[config.mk]
export PLATFORM = sky130hd
export DESIGN_NAME = prim_mst_cmp
export DESIGN_NICKNAME = d
export VERILOG_FILES = /design/src/design/prim_mst_cmp.sv
export SDC_FILE = /design/constraint.sdc
export NUM_CORES = 1
export LEC_CHECK = 0
export BUFFER_PORTS_ARGS = -buffer_cell sky130_fd_sc_hd__buf_2
export CORE_MARGIN = 2
export CORE_UTILIZATION = 35
export DETAILED_ROUTE_END_ITERATION = 8
export PLACE_DENSITY = 0.87
export SLEW_MARGIN = 25
export SYNTH_ARGS = -nofsm -noshare
export SYNTH_HDL_FRONTEND = slang
export SYNTH_SLANG_ARGS = --single-unit
[constraint.sdc]
create_clock -name vclk -period 2
set_input_delay 0.2 -clock vclk [all_inputs]
set_output_delay 0.2 -clock vclk [all_outputs]
set_load 0.05 [all_outputs]
[src/design/prim_mst_cmp.sv]
`timescale 1ns / 1ps

// Shared signed less-than: scan compares a key with the best so far,
// relax compares an edge weight with the neighbor's key.
module prim_mst_cmp #(
  parameter int W = 16
) (
  input  logic                sel_relax,
  input  logic signed [W-1:0] scan_a,
  input  logic signed [W-1:0] scan_b,
  input  logic signed [W-1:0] relax_a,
  input  logic signed [W-1:0] relax_b,
  output logic                lt
);

  logic signed [W-1:0] op_a;
  logic signed [W-1:0] op_b;

  always_comb begin
    op_a = sel_relax ? relax_a : scan_a;
    op_b = sel_relax ? relax_b : scan_b;
    lt   = op_a < op_b;
  end

endmodule

==> summary.md <==
| Metric | Value |
|---|---|
| Slowest cell delay on critical path | 0.31 ns |
| Antenna violations before repair | 0 |
| Top-area cell type share of the netlist area | 27.5% |
| Post-Synthesis Cell Area | 682 µm² |
| Status | completed |
| Final setup TNS | 0 ns |
| Ant diodes | 0 |
| Gpl congestion | 0.667 |
| Core Area | 1780 µm² |
| Vias in the first global route | 784 |
| Achievable frequency | 0.508 GHz |
| Number of antenna-violating nets in the routed design | 0 |
| Die height | 48.1 µm |
| Syn nets | 157 |
| Final core occ | 67.8% |
| Synth Area in Compound Gates | 13.0% |
| Crit Path Class | input pin to output pin |
| Hold Fails Final Rpt | 0 |
| Sequential fraction of the synthesis area | 0% |
| Via total after detailed routing | 856 |
| Power Density | 249 nW/µm² |
| Hpwl dp | 1720 µm |
| Worst setup SP type | input pin |
| Clkbuf count | 0 |
| Pin count of the biggest net entering global routing | 24 |
| Synthesis-to-layout area growth | 77.2% |
| Post CTS Setup Buffer Count | 0 |
| Tmin final | 1.97 ns |
| Synth cell count leaders | ha_1, mux2_2, mux2i_1, a21oi_1, nand2_1 |
| Global-route wire length before repair | 2910 µm |
| Synth unique cells | 19 |
| Filler Cell Count | 140 |
| DR WL/cell | 12.8 µm |
| Total track usage | 16.9% |
| Initial core utilization | 38.2% |
| CP max stage cell | mux2_4 |
| Layout cell share with drive strength beyond 1 | 66.9% |
| Max VDD drop | 0.120 mV |
| Syn avg cell area | 8.86 µm² |
| Multiplexer share of the synthesized area | 46.8% |
| Largest family of logic cells by synthesized area | multiplexers |
| Total Routed Length | 2210 µm |
| Worst Path Required | 1.80 ns |
| Mapped Cells | 77 |
| Final WS setup | 0.0318 ns |
| Area occupied by registers | 0 µm² |
| Num rows | 15 |
| Nets@finish | 230 |
| Total of max-cap violations | 0 |
| Final period util | 98.4% |
| First DRT Iteration DRCs | 3 |
| Worst hold path class | input pin to output pin |
| Simple-gate share of the synthesized area | 8.81% |
| XOR/XNOR share of the synthesized area | 0% |
| IO Count | 66 |
| Area contributors post-synth | ha_1, mux2_2, mux2i_1 |
| Num sequential | 0 |
| Adder-Cell Fraction of Synth Area | 27.5% |
| Setup-failing EPs final | 0 |
| LEAKAGE | 0.651 nW |
| Slew HR | 82.1% |
| Multi-input gate area | 718 µm² |
| CP arrival | 1.77 ns |
| Total grt overflow | 0 |
| Setup crit end kind | output pin |
| Pre-antenna DRT Iters | 4 |
| Max Fanout on Critical Path | 12 |
| Vias per inst | 4.95 |
| DRC | 0 |
| Final Max Slew Viols | 0 |
| CP Cell Sequence | buf_16, mux2_4, ha_4, a211o_1, a31o_1, a21oi_1, o22a_2, buf_8 |
| Area leader, netlist | ha_1 |
| Die width | 48.1 µm |
| DP Worst Slack | -0.427 ns |
| PortBufs | 66 |
| Die area | 2320 µm² |
| Synth Warn # | 0 |
| Worst Tran Pin Value | 0.261 ns |
-- layer usage --
| metal | up-vias | routed length [µm] | GRT usage, % |
|---|---|---|---|
| li1 | 439 | - | - |
| met5 | - | 0 | 0 |
| met4 | 0 | 27 | 3.24 |
| met1 | 374 | 853 | 16.3 |
| met3 | 2 | 158 | 1.11 |
| met2 | 41 | 1170 | 37.4 |
-- what timing repair did --
| action | 4_1_cts | 5_1_grt |
|---|---|---|
| setup endpoints to repair | 1 | 1 |
| hold buffers | 0 | 0 |
| pin swaps | 0 | 2 |
| gates cloned | 0 | 1 |
| endpoints found under the hold margin | 0 | 0 |
| resized for setup | 9 | 6 |
-- per-stage QoR --
| stage | area [µm²] | hold slack [ns] | total power [W] | cells |
|---|---|---|---|---|
| floorplan | 747 | 0.946 | 0.000165 | 77 |
| global placement | 1120 | 1.15 | 0.000250 | 172 |
| finish | 1210 | 1.11 | 0.000301 | 173 |
| global route | 1210 | 1.16 | 0.000332 | 173 |
| CTS | 1150 | 1.11 | 0.000278 | 172 |
| detailed placement | 1120 | 1.15 | 0.000261 | 172 |
-- worst max-delay path, delay by kind of cell --
| kind | cells | cell delay [ns] |
|---|---|---|
| buffers and inverters | 2 | 0.27 |
| muxes | 1 | 0.31 |
| adders and majority gates | 1 | 0.22 |
| AOI/OAI and AO/OA | 4 | 0.77 |
-- path summary, 6_finish.rpt --
kind / slack (ns) / from / cells past startpoint / end
setup / recovery: 0.03 / sel_relax / 8 / lt
hold / removal: 1.11 / relax_a[0] / 6 / lt
-- cells in the final DEF, fill, tap and decap left out --
master      n
nor2b_1     1
buf_4       7
a21oi_2     2
inv_1       2
or3b_1      1
o21ai_2     1
clkbuf_16   1
nand2_2     1
nor2_1      2
o211ai_1    1
mux2i_4     1
o22a_2      1
buf_16      1
a211o_1     1
ha_1       12
o21ai_0     2
mux2_2     13
mux2_4      2
nand2_1     3
buf_6       1
ha_2        1
a31o_1      1
buf_2      64
ha_4        2
nand4_1     1
nand3b_1    1
buf_8       1
mux2i_1    14
and4_1      1
a21oi_1     6
-- area by class of cell --
type                       instances  share of cell area [%]
multi-input combinational         71                    59.4
timing repair buffer              75                    37.4
tap                               25                    2.59
inverter                           2                   0.621
-- kinds of logic (layout without fill, tap and decap cells) --
| logic type | after synthesis | in the layout |
|---|---|---|
| AO/OA/AOI/OAI | 15 | 15 |
| multiplexers | 30 | 30 |
| buffers and inverters | 6 | 77 |
| AND/OR/NAND/NOR | 11 | 11 |
| adder cells (fa/ha/maj) | 15 | 15 |
-- report_power, final --
group / internal, W / total [W] / switching (W)
logic: 0.000174 / 0.000301 / 0.000127
clock network: 0 / 0 / 0
registers: 0 / 0 / 0
Power figures use the tool's default switching activity.
