**config.mk**
```make
export PLATFORM = sky130hd
export DESIGN_NAME = prim_mst_ram
export DESIGN_NICKNAME = d
export VERILOG_FILES = /design/src/design/prim_mst_ram.sv
export SDC_FILE = /design/constraint.sdc
export NUM_CORES = 1
export LEC_CHECK = 0
export BUFFER_PORTS_ARGS = -buffer_cell sky130_fd_sc_hd__buf_2
export CAP_MARGIN = 20
export CORE_ASPECT_RATIO = 0.75
export CORE_MARGIN = 2
export CORE_UTILIZATION = 70
export CTS_BUF_LIST = sky130_fd_sc_hd__clkbuf_8
export CTS_CLUSTER_SIZE = 14
export DETAILED_ROUTE_END_ITERATION = 8
export GPL_ROUTABILITY_DRIVEN = 0
export GPL_TIMING_DRIVEN = 0
export PLACE_DENSITY = 0.9
export SETUP_SLACK_MARGIN = 0.3
export SLEW_MARGIN = 20
export SYNTH_ARGS = -nofsm -noshare
export SYNTH_HDL_FRONTEND = slang
export SYNTH_SLANG_ARGS = --single-unit
```
**constraint.sdc**
```tcl
create_clock -name clk -period 5.4 [get_ports clk]
set_input_delay 0.54 -clock clk [delete_from_list [all_inputs] [get_ports clk]]
set_output_delay 0.54 -clock clk [all_outputs]
set_load 0.05 [all_outputs]
```
**src/design/prim_mst_ram.sv**
```systemverilog
`timescale 1ns / 1ps

module prim_mst_ram #(
  parameter int WIDTH = 8,
  parameter int DEPTH = 64
) (
  input  logic                     clk,
  input  logic                     we,
  input  logic [$clog2(DEPTH)-1:0] waddr,
  input  logic [WIDTH-1:0]         wdata,
  input  logic [$clog2(DEPTH)-1:0] raddr,
  output logic [WIDTH-1:0]         rdata
);

  logic [WIDTH-1:0] mem_r [DEPTH];
  logic [WIDTH-1:0] rdata_r;

  always_ff @(posedge clk) begin
    if (we) begin
      mem_r[waddr] <= wdata;
    end
    rdata_r <= mem_r[raddr];
  end

  assign rdata = rdata_r;

endmodule

```
==> results_dict.tcl <==
set metrics [dict create \
    outcome "finished, final reports clean" \
    worstSkewPairLatency_ns 0.62 \
    drt-wirelength-per-cell_um 32.1 \
    crit_buf_inv 4 \
    synthCells 940 \
    critical_path.startpoint_type "primary input" \
    worst_path_dominant_cell_family "buffers and inverters" \
    drt.antenna.violating_nets 0 \
    leading_cell_type_in_the_layout_fill_and_taps_excluded "edfxtp_1" \
    fillCellCount 1316 \
    syn_to_final_growth_pct 10.4 \
    cts_hold_buffers 0 \
    core_area_um2 28200 \
    dominantRegCellSynth "edfxtp_1" \
    fin_nets 1061 \
    fmax_mhz 362 \
    postSynthRegisterBits 520 \
    global_route.overflow_total 0 \
    grt_antenna_before_repair 0 \
    grt_pass1_vias 10500 \
    sequentialPowerShare_pct 55.5 \
    drt_iter0_markers 1676 \
    cts_post_setup_buffers_inserted 0 \
    internal_power_uw 6260 \
    final-hold-violation-count 0 \
    post_cts_resized 0 \
    avgSynthCellArea_um2 21.5 \
    critical_path.max_fanout 10 \
    min_period_ns 2.76 \
    cellPowerDensity_nw_per_um2 362 \
    peakVddDrop_mv 0.310 \
    dpl_worst_slack_ns 2.18 \
    tritoncts.num_buffers 75 \
    final.setup.worst_slack_ns 2.64 \
    clockRootBuffer "clkbuf_8" \
    die_area_um2 30200 \
    path_cells "buf_4 > buf_2 > buf_4 > buf_2 > nand3_1 > o221ai_1 > a21oi_1 > o21ai_1 > o41ai_1" \
    routed-via-count 10500 \
    report.final.setup_viol 0 \
    cts_max_level 3 \
    worst_clock_skew_ns 0.0202 \
    cts.path.max_buffers 3 \
    ys_seq_area_share_pct 77.0 \
    fin_worst_hold_slack_ns 0.371 \
    placed_cells 1347 \
    arrival_ns 3.19 \
    layout_cells_excl_fill 1483 \
    avgViaCountPerCell 7.05 \
    numClockSinks 520 \
    drc_errors 0 \
    cts_tree "yes" \
    wl_um 47700 \
    rsz0062_at_grt "false" \
    crit_type "in -> reg" \
    initial_utilization_pct 71.6 \
    pin_count_of_the_biggest_net_entering_global_routing 65 \
    diodes 0 \
    timing.setup.tns_ns 0 \
    groute.usage.overall_pct 33.3 \
    max_slew.worst_pin.slew_ns 1.00 \
    count_of_maximum_capacitance_violations 0 \
    top_level_ports 30 \
    power.leakage_uw 0.00703 \
    hold_path_class "in -> reg" \
    netlist_area_before_placement_um2 20200 \
    setup_crit_end_kind "register" \
    total_power_uw 8070 \
    grt_pass1_wl_um 69000 \
    power.net_switching_uw 1810 \
    clkTransAtPathRegs_ns 0.06 \
    yosys.cell_types.count 40 \
    postSynth.asyncResetShare_pct 0 \
    hpwl_reported_at_the_end_of_detailed_placement_um 29700 \
    switching_power_as_a_share_of_total_power_pct 22.4 \
    critPathRequiredTime_ns 5.83 \
    pwr-share-clk_pct 38.7 \
    synth_edf_count 512 \
    final_min_period_over_clock_period_pct 51.1 \
    detailedRoute.firstPassIterationCount 7 \
    drv_slew 0 \
    synth-warning-count 0 \
    placement_rows 53 \
    combPwrFrac_pct 5.8 \
    place.port_buffers 21 \
    floorplan.die.width_um 200 \
    syn-num-nets 962 \
    slowest_delay_ns 0.61 \
    post_route_cells_drive_above_1_share_pct 27.0 \
    worst_slew_margin_rel_pct 33.2 \
    die-height_um 151 \
    final_cell_mix "edfxtp_1, mux4_2, nor2_1" \
    crit_path_top_delay_cell "o221ai_1" \
]
## power by group through the flow
stage	Combinational, uW	Sequential (uW)	Clock [uW]
finish	470	4480	3120
global route	486	4480	3300
CTS	459	4480	3120
detailed placement	455	4560	0
global placement	437	4560	0
floorplan	238	4590	0
## per-layer routing
layer / routed length (um) / global-route usage, %
met3: 7230 / 10.3
met2: 21700 / 48.2
met1: 17100 / 49.3
met5: 0 / 0
met4: 1720 / 12.3
## kinds of logic (layout without fill, tap and decap cells)
kind of cell | after synthesis | in the layout | share of synthesized area (%)
simple gates | 153 | 153 | 3.39
mux | 162 | 162 | 15.9
buf+inv | 51 | 209 | 1.57
flops | 520 | 520 | 77.0
compound gates | 54 | 54 | 2.07
## sequential cells by signal (all words and copies together), names as in the netlist
register	cells
mem_r	512
rdata	8
## cell usage after synthesis (2+ instances only)
cell type / instances / area [um^2]
buf_4: 13 / 97.6
nand2b_1: 7 / 43.8
a2111oi_0: 2 / 17.5
nor4_1: 2 / 12.5
nand4_1: 2 / 12.5
buf_2: 11 / 55.1
o2111ai_1: 3 / 26.3
buf_6: 4 / 45.0
nand3b_1: 3 / 22.5
mux4_2: 126 / 2840
clkbuf_1: 17 / 63.8
o2bb2ai_1: 3 / 26.3
buf_12: 2 / 40.0
a21oi_1: 3 / 15.0
nand3_1: 13 / 65.1
nor3_1: 7 / 35.0
dfxtp_1: 8 / 160
o21a_1: 2 / 15.0
o221ai_1: 8 / 70.1
a221oi_1: 6 / 52.6
o21ai_0: 2 / 10.0
o32ai_1: 2 / 17.5
nor2b_1: 14 / 87.6
o21ai_1: 2 / 10.0
o41ai_1: 2 / 17.5
nand2_1: 19 / 71.3
mux2_2: 13 / 146
mux2i_1: 23 / 230
a211oi_1: 4 / 30.0
edfxtp_1: 512 / 15400
nor2_1: 83 / 312
o22ai_1: 8 / 50.1
buf_1: 4 / 15.0
a22oi_1: 3 / 22.5
o221a_2: 2 / 22.5
## final timing paths
check,from,slack [ns],cells past startpoint,to
worst max-delay path,raddr[1],2.64,9,rdata[5]$_DFF_P_
worst min-delay path,raddr[5],0.37,2,rdata[3]$_DFF_P_
worst max register to register,mem_r[2][5]$_DFFE_PP_,3.09,4,rdata[5]$_DFF_P_
worst min register to register,mem_r[54][0]$_DFFE_PP_,0.93,5,rdata[0]$_DFF_P_
## through the flow
stage | util, % | cell area, um^2
floorplan | - | 20200
CTS | 79.0 | 22300
finish | 79.0 | 22300
detailed placement | 73.7 | 20800
global placement | 73.6 | 20800
global route | 79.0 | 22300
## cell type report
| cell class | count | area [um^2] | area share, % |
|---|---|---|---|
| timing repair buffer | 22 | 133 | 0.595 |
| tap | 385 | 482 | 2.16 |
| multi-input combinational | 369 | 4320 | 19.4 |
| clock inverter | 55 | 373 | 1.67 |
| clock buffer | 81 | 1110 | 5.01 |
| sequential | 520 | 15500 | 69.7 |
| buffer | 51 | 317 | 1.42 |
No activity file was read; power rests on OpenSTA's default activity.
