## config.mk

```make
export PLATFORM = sky130hd
export DESIGN_NAME = prim_mst_ctrl
export DESIGN_NICKNAME = d
export VERILOG_FILES = /design/src/design/prim_mst_pkg.sv /design/src/design/prim_mst_ctrl.sv
export SDC_FILE = /design/constraint.sdc
export NUM_CORES = 1
export LEC_CHECK = 0
export BUFFER_PORTS_ARGS = -buffer_cell sky130_fd_sc_hd__clkbuf_2
export CORE_UTILIZATION = 48
export DETAILED_ROUTE_END_ITERATION = 6
export PLACE_DENSITY = 0.78
export SLEW_MARGIN = 20
export SYNTH_ARGS = -nofsm -noshare
export SYNTH_HDL_FRONTEND = slang
export SYNTH_SLANG_ARGS = --single-unit
export TNS_END_PERCENT = 10
```

## constraint.sdc

```tcl
create_clock -name clk -period 1.5 [get_ports clk]
set_input_delay 0.075 -clock clk [delete_from_list [all_inputs] [get_ports clk]]
set_output_delay 0.075 -clock clk [all_outputs]
set_load 0.05 [all_outputs]
```

## src/design/prim_mst_pkg.sv

```systemverilog
`timescale 1ns / 1ps

package prim_mst_pkg;

  // Defaults for the top-level parameters
  localparam int MAX_VERTICES_DEF = 64;
  localparam int WEIGHT_BITS_DEF  = 16;

  // Fixed port widths
  localparam int OP_W          = 2;
  localparam int NODE_W        = 6;
  localparam int WEIGHT_PORT_W = 16;
  localparam int TOTAL_W       = 22;
  localparam int VCOUNT_W      = 7;
  localparam int START_W       = 6;
  localparam int CFG_IDX_W     = 1;
  localparam int CFG_DATA_W    = 7;

  localparam logic [VCOUNT_W-1:0] VCOUNT_RESET = 7'd64;
  localparam logic [START_W-1:0]  START_RESET  = 6'd0;

  typedef enum logic [OP_W-1:0] {
    OP_CLEAR = 2'd0,
    OP_ADD   = 2'd1,
    OP_RUN   = 2'd2
  } op_e;

  typedef enum logic [CFG_IDX_W-1:0] {
    CFG_VERTEX_COUNT = 1'b0,
    CFG_START_VERTEX = 1'b1
  } cfg_idx_e;

  typedef enum logic [2:0] {
    ST_CLEAR,
    ST_IDLE,
    ST_SCAN,
    ST_SCAN_TAIL,
    ST_PUSH,
    ST_RELAX,
    ST_RELAX_TAIL
  } state_e;

  // Status from the datapath to the sequencer
  typedef struct packed {
    logic acc_clear;
    logic acc_run;
    logic pend_stall;
    logic found;
  } stat_t;

  // Strobes from the sequencer to the datapath
  typedef struct packed {
    logic in_ready;
    logic clr_we;
    logic issue_scan;
    logic issue_relax;
    logic scan_first;
    logic push_en;
  } ctl_t;

endpackage

```

## src/design/prim_mst_ctrl.sv

```systemverilog
`timescale 1ns / 1ps

module prim_mst_ctrl #(
  parameter int VW = 6,
  parameter int AW = 12
) (
  input  logic                clk,
  input  logic                rst_n,
  input  prim_mst_pkg::stat_t stat,
  input  logic [VW-1:0]       last_idx,
  output logic [VW-1:0]       idx,
  output logic [AW-1:0]       clr_addr,
  output prim_mst_pkg::ctl_t  ctl
);

  import prim_mst_pkg::*;

  state_e        state_r, state_nxt;
  logic [VW-1:0] idx_r, idx_nxt;
  logic [AW-1:0] clr_r, clr_nxt;

  // Next state
  always_comb begin
    state_nxt = state_r;
    unique case (state_r)
      ST_CLEAR: begin
        if (clr_r == '1) begin
          state_nxt = ST_IDLE;
        end
      end
      ST_IDLE: begin
        priority if (stat.acc_clear) begin
          state_nxt = ST_CLEAR;
        end else if (stat.acc_run) begin
          state_nxt = ST_SCAN;
        end
      end
      ST_SCAN: begin
        if (idx_r == last_idx) begin
          state_nxt = ST_SCAN_TAIL;
        end
      end
      ST_SCAN_TAIL: state_nxt = ST_PUSH;
      ST_PUSH: begin
        if (!stat.pend_stall) begin
          state_nxt = stat.found ? ST_RELAX : ST_IDLE;
        end
      end
      ST_RELAX: begin
        if (idx_r == last_idx) begin
          state_nxt = ST_RELAX_TAIL;
        end
      end
      ST_RELAX_TAIL: state_nxt = ST_SCAN;
      default: state_nxt = ST_IDLE;
    endcase
  end

  // Counters: sweep address and vertex index
  always_comb begin
    clr_nxt = (state_r == ST_CLEAR) ? clr_r + 1'b1 : '0;
    idx_nxt = ((state_r == ST_SCAN || state_r == ST_RELAX) && idx_r != last_idx)
              ? idx_r + 1'b1 : '0;
  end

  // Outputs
  always_comb begin
    ctl = '0;
    unique case (state_r)
      ST_CLEAR: ctl.clr_we = 1'b1;
      ST_IDLE:  ctl.in_ready = 1'b1;
      ST_SCAN: begin
        ctl.issue_scan = 1'b1;
        ctl.scan_first = (idx_r == '0);
      end
      ST_PUSH:  ctl.push_en = !stat.pend_stall;
      ST_RELAX: ctl.issue_relax = 1'b1;
      ST_SCAN_TAIL, ST_RELAX_TAIL: ctl = '0;
      default:  ctl = '0;
    endcase
  end

  always_ff @(posedge clk) begin
    if (!rst_n) begin
      state_r <= ST_CLEAR;
      idx_r   <= '0;
      clr_r   <= '0;
    end else begin
      state_r <= state_nxt;
      idx_r   <= idx_nxt;
      clr_r   <= clr_nxt;
    end
  end

  assign idx      = idx_r;
  assign clr_addr = clr_r;

endmodule

```

==> flow_summary.ini <==
[run_status]
outcome = finished, final reports clean

[power]
p_total_mw = 0.931
p_switching_mw = 0.237
comb_power_share_pct = 9.1
seqPwrFrac_pct = 61.1
switching_share_pct = 25.5
pwr_density_cell_nw_per_um2 = 689
peakVddDrop_mv = 0.485
intPower_mw = 0.694
leakage_nw = 0.608
power_frac_clock_pct = 29.8

[place]
portBuffers = 35
place_congestion = 0.755
hpwl_mm = 1.65
placement.cell_area_sq_um = 1250

[layout]
fillers = 181
n_antenna_cell = 0
drive_gt1_share_pct = 38.1
seqCellArea_sq_um = 429
final_common_cell = clkbuf_2
finalInstanceArea_sq_um = 1350
layout_common_cells = 32 x clkbuf_2, 19 x nor2_1, 16 x dfxtp_1
nets = 176
syn2layout_area_growth_pct = 34.8
multiInputGateArea_sq_um = 594
fin_util_pct = 68.9

[floorplanning]
start_util_pct = 51.1
ios = 36
die_h_um = 47.7
rows = 16
core_sq_um = 1960
die_area_sq_um = 2270
dieWidth_um = 47.7

[logic_synthesis]
yosysSeqAreaShare_pct = 41.9
synth_cells = 116
yosys_warnings = 0
ys_ff_latch = 21
syn_area_sq_um = 1000
synth.avg_cell_area_sq_um = 8.64
syn-num-nets = 131
netlist-cell-type-count = 29

[sta]
fin_setup_tns_ps = 0
timing.fmax_mhz = 680
hold_violations = 0
fin_crit_sh_pct = 98.1
worst_slew_pin_slew_ps = 352
min_period_ps = 1470
skew_ps = 5.56
finalSetupViolations = 0
rsz0062_at_grt = true
slew_violations = 0
slew_headroom_pct = 76.5

[drt]
drc = 0
detail-route-antenna-nets = 0
wl_per_cell_um = 12.1
drtPass1Iterations = 4
vias_per_cell = 5.00
totalWireLength_mm = 2.26
drt_iter0_drc = 11
num_vias = 935

[cts]
clkTransAtPathRegs_ps = 120
cts.sinks = 21
cts_tree = yes
cts_root_buf = clkbuf_4
htree_levels = 1
clockBufferDepth = 2
clk_latency_ps = 300
cts_buffers = 3

[setup_path]
critPathMaxFanout = 4
critPathTopFamily = buffers and inverters
worstSetupEndpointType = output pin
start_kind = flip-flop
required_ps = 1420
crit_buf_inv = 2
path_cells = buf_12 > nor3_2 > clkbuf_2
criticalPathCategory = reg2out
worst-endpoint-arrival_ps = 1400
slowest_stage = dfxtp_4
cp_slowest_stage_delay_ps = 380

[global_route]
grt_max_degree = 13
grt_pass1_wl_mm = 3.26
grt_pass1_vias = 797
gr-total-overflow = 0
grt_antenna_before_repair = 0
grt_usage_pct = 20.4

[run]
maxCapViolations = 0

[worst_hold_path]
hp-class = in2reg
==> routing by layer <==
metal  routed length [um]  global-route usage [%]  vias up
li1                     -                       -      478
met2                 1150                    36.2       25
met3                   75                    3.77        2
met1                 1010                    23.6      430
met4                   15                    9.44        0
met5                    0                       0        -
==> metrics by stage <==
stage / instances / setup slack, ps / hold WS, ps
after floorplan: 116 / -210 / 197
final: 187 / 28.7 / 72.1
after global routing: 187 / -22.5 / 82.9
after CTS: 185 / 4.53 / 56.8
after global placement: 181 / 168 / 389
after detailed placement: 181 / 94.0 / 391
==> worst min-delay path: stages <==
cell and delay, ps:
clkbuf_2 140, nand2_1 80, mux2i_1 50
==> kinds of logic after synthesis <==
kind of cell / count (synthesis) / share of synthesized area [%]
AOI/OAI and AO/OA: 11 / 7.24
xor gates and xnor gates: 19 / 16.6
adders and majority gates: 3 / 3.75
buffers and inverters: 6 / 2.37
DFF: 21 / 41.9
muxes: 1 / 0.999
and+or+nand+nor: 55 / 27.1
==> state kept, by name, summed over array words and instances, names as in the netlist <==
register,flops
clr_addr,12
state_r,3
idx,6
==> what timing repair did <==
| item | CTS | global route |
|---|---|---|
| setup buffers | 0 | 2 |
| setup endpoints to repair | 4 | 8 |
| gates resized for setup | 10 | 7 |
| hold buffers | 0 | 0 |
| gates cloned | 0 | 0 |
| pin swaps | 2 | 0 |
==> synthesized netlist by cell type, drive strengths merged <==
cell type | count | share of area [%]
xnor2 | 7 | 6.1
xor2 | 12 | 10
nand2 | 6 | 2.2
nor4 | 3 | 1.9
a22oi | 1 | 0.75
nor3b | 1 | 0.75
or3 | 1 | 0.62
ha | 3 | 3.7
o31ai | 1 | 0.75
a21oi | 2 | 1.4
nand3 | 12 | 6.0
buf | 1 | 0.50
a22o | 1 | 0.87
nor2b | 2 | 1.2
inv | 5 | 1.9
nor2 | 20 | 7.5
o21ai | 4 | 2.0
nand2b | 1 | 1.4
dfxtp | 21 | 42
and2 | 2 | 1.4
mux2i | 1 | 1.0
and3 | 4 | 2.5
nand4 | 1 | 0.62
nor3 | 2 | 1.0
a21o | 1 | 0.75
a21boi | 1 | 0.75
==> cell type report <==
class	instances	area share, %
multi-input cells	89	44.0
flip-flops and latches	21	31.8
repair buffers	41	18.3
well taps	27	2.50
clock buffers	3	1.67
inverters	5	1.39
clock inverters	1	0.370
==> final timing paths <==
kind               start     endpoint  slack [ps]  cells past startpoint
min reg2reg  clr_addr[0]  clr_addr[0]         480                      1
max reg2reg       idx[1]   state_r[0]          70                      5
max           state_r[1]       ctl[4]          30                      3
min                rst_n   state_r[0]          70                      3
==> power by group through the flow <==
stage	Sequential [mW]	Combinational, mW	Clock (mW)
floorplan	0.610	0.0231	0
global placement	0.583	0.0833	0
detailed placement	0.583	0.0850	0
CTS	0.569	0.0849	0.283
global route	0.571	0.0928	0.307
finish	0.569	0.0852	0.277
(Power assumes the default switching activity.)
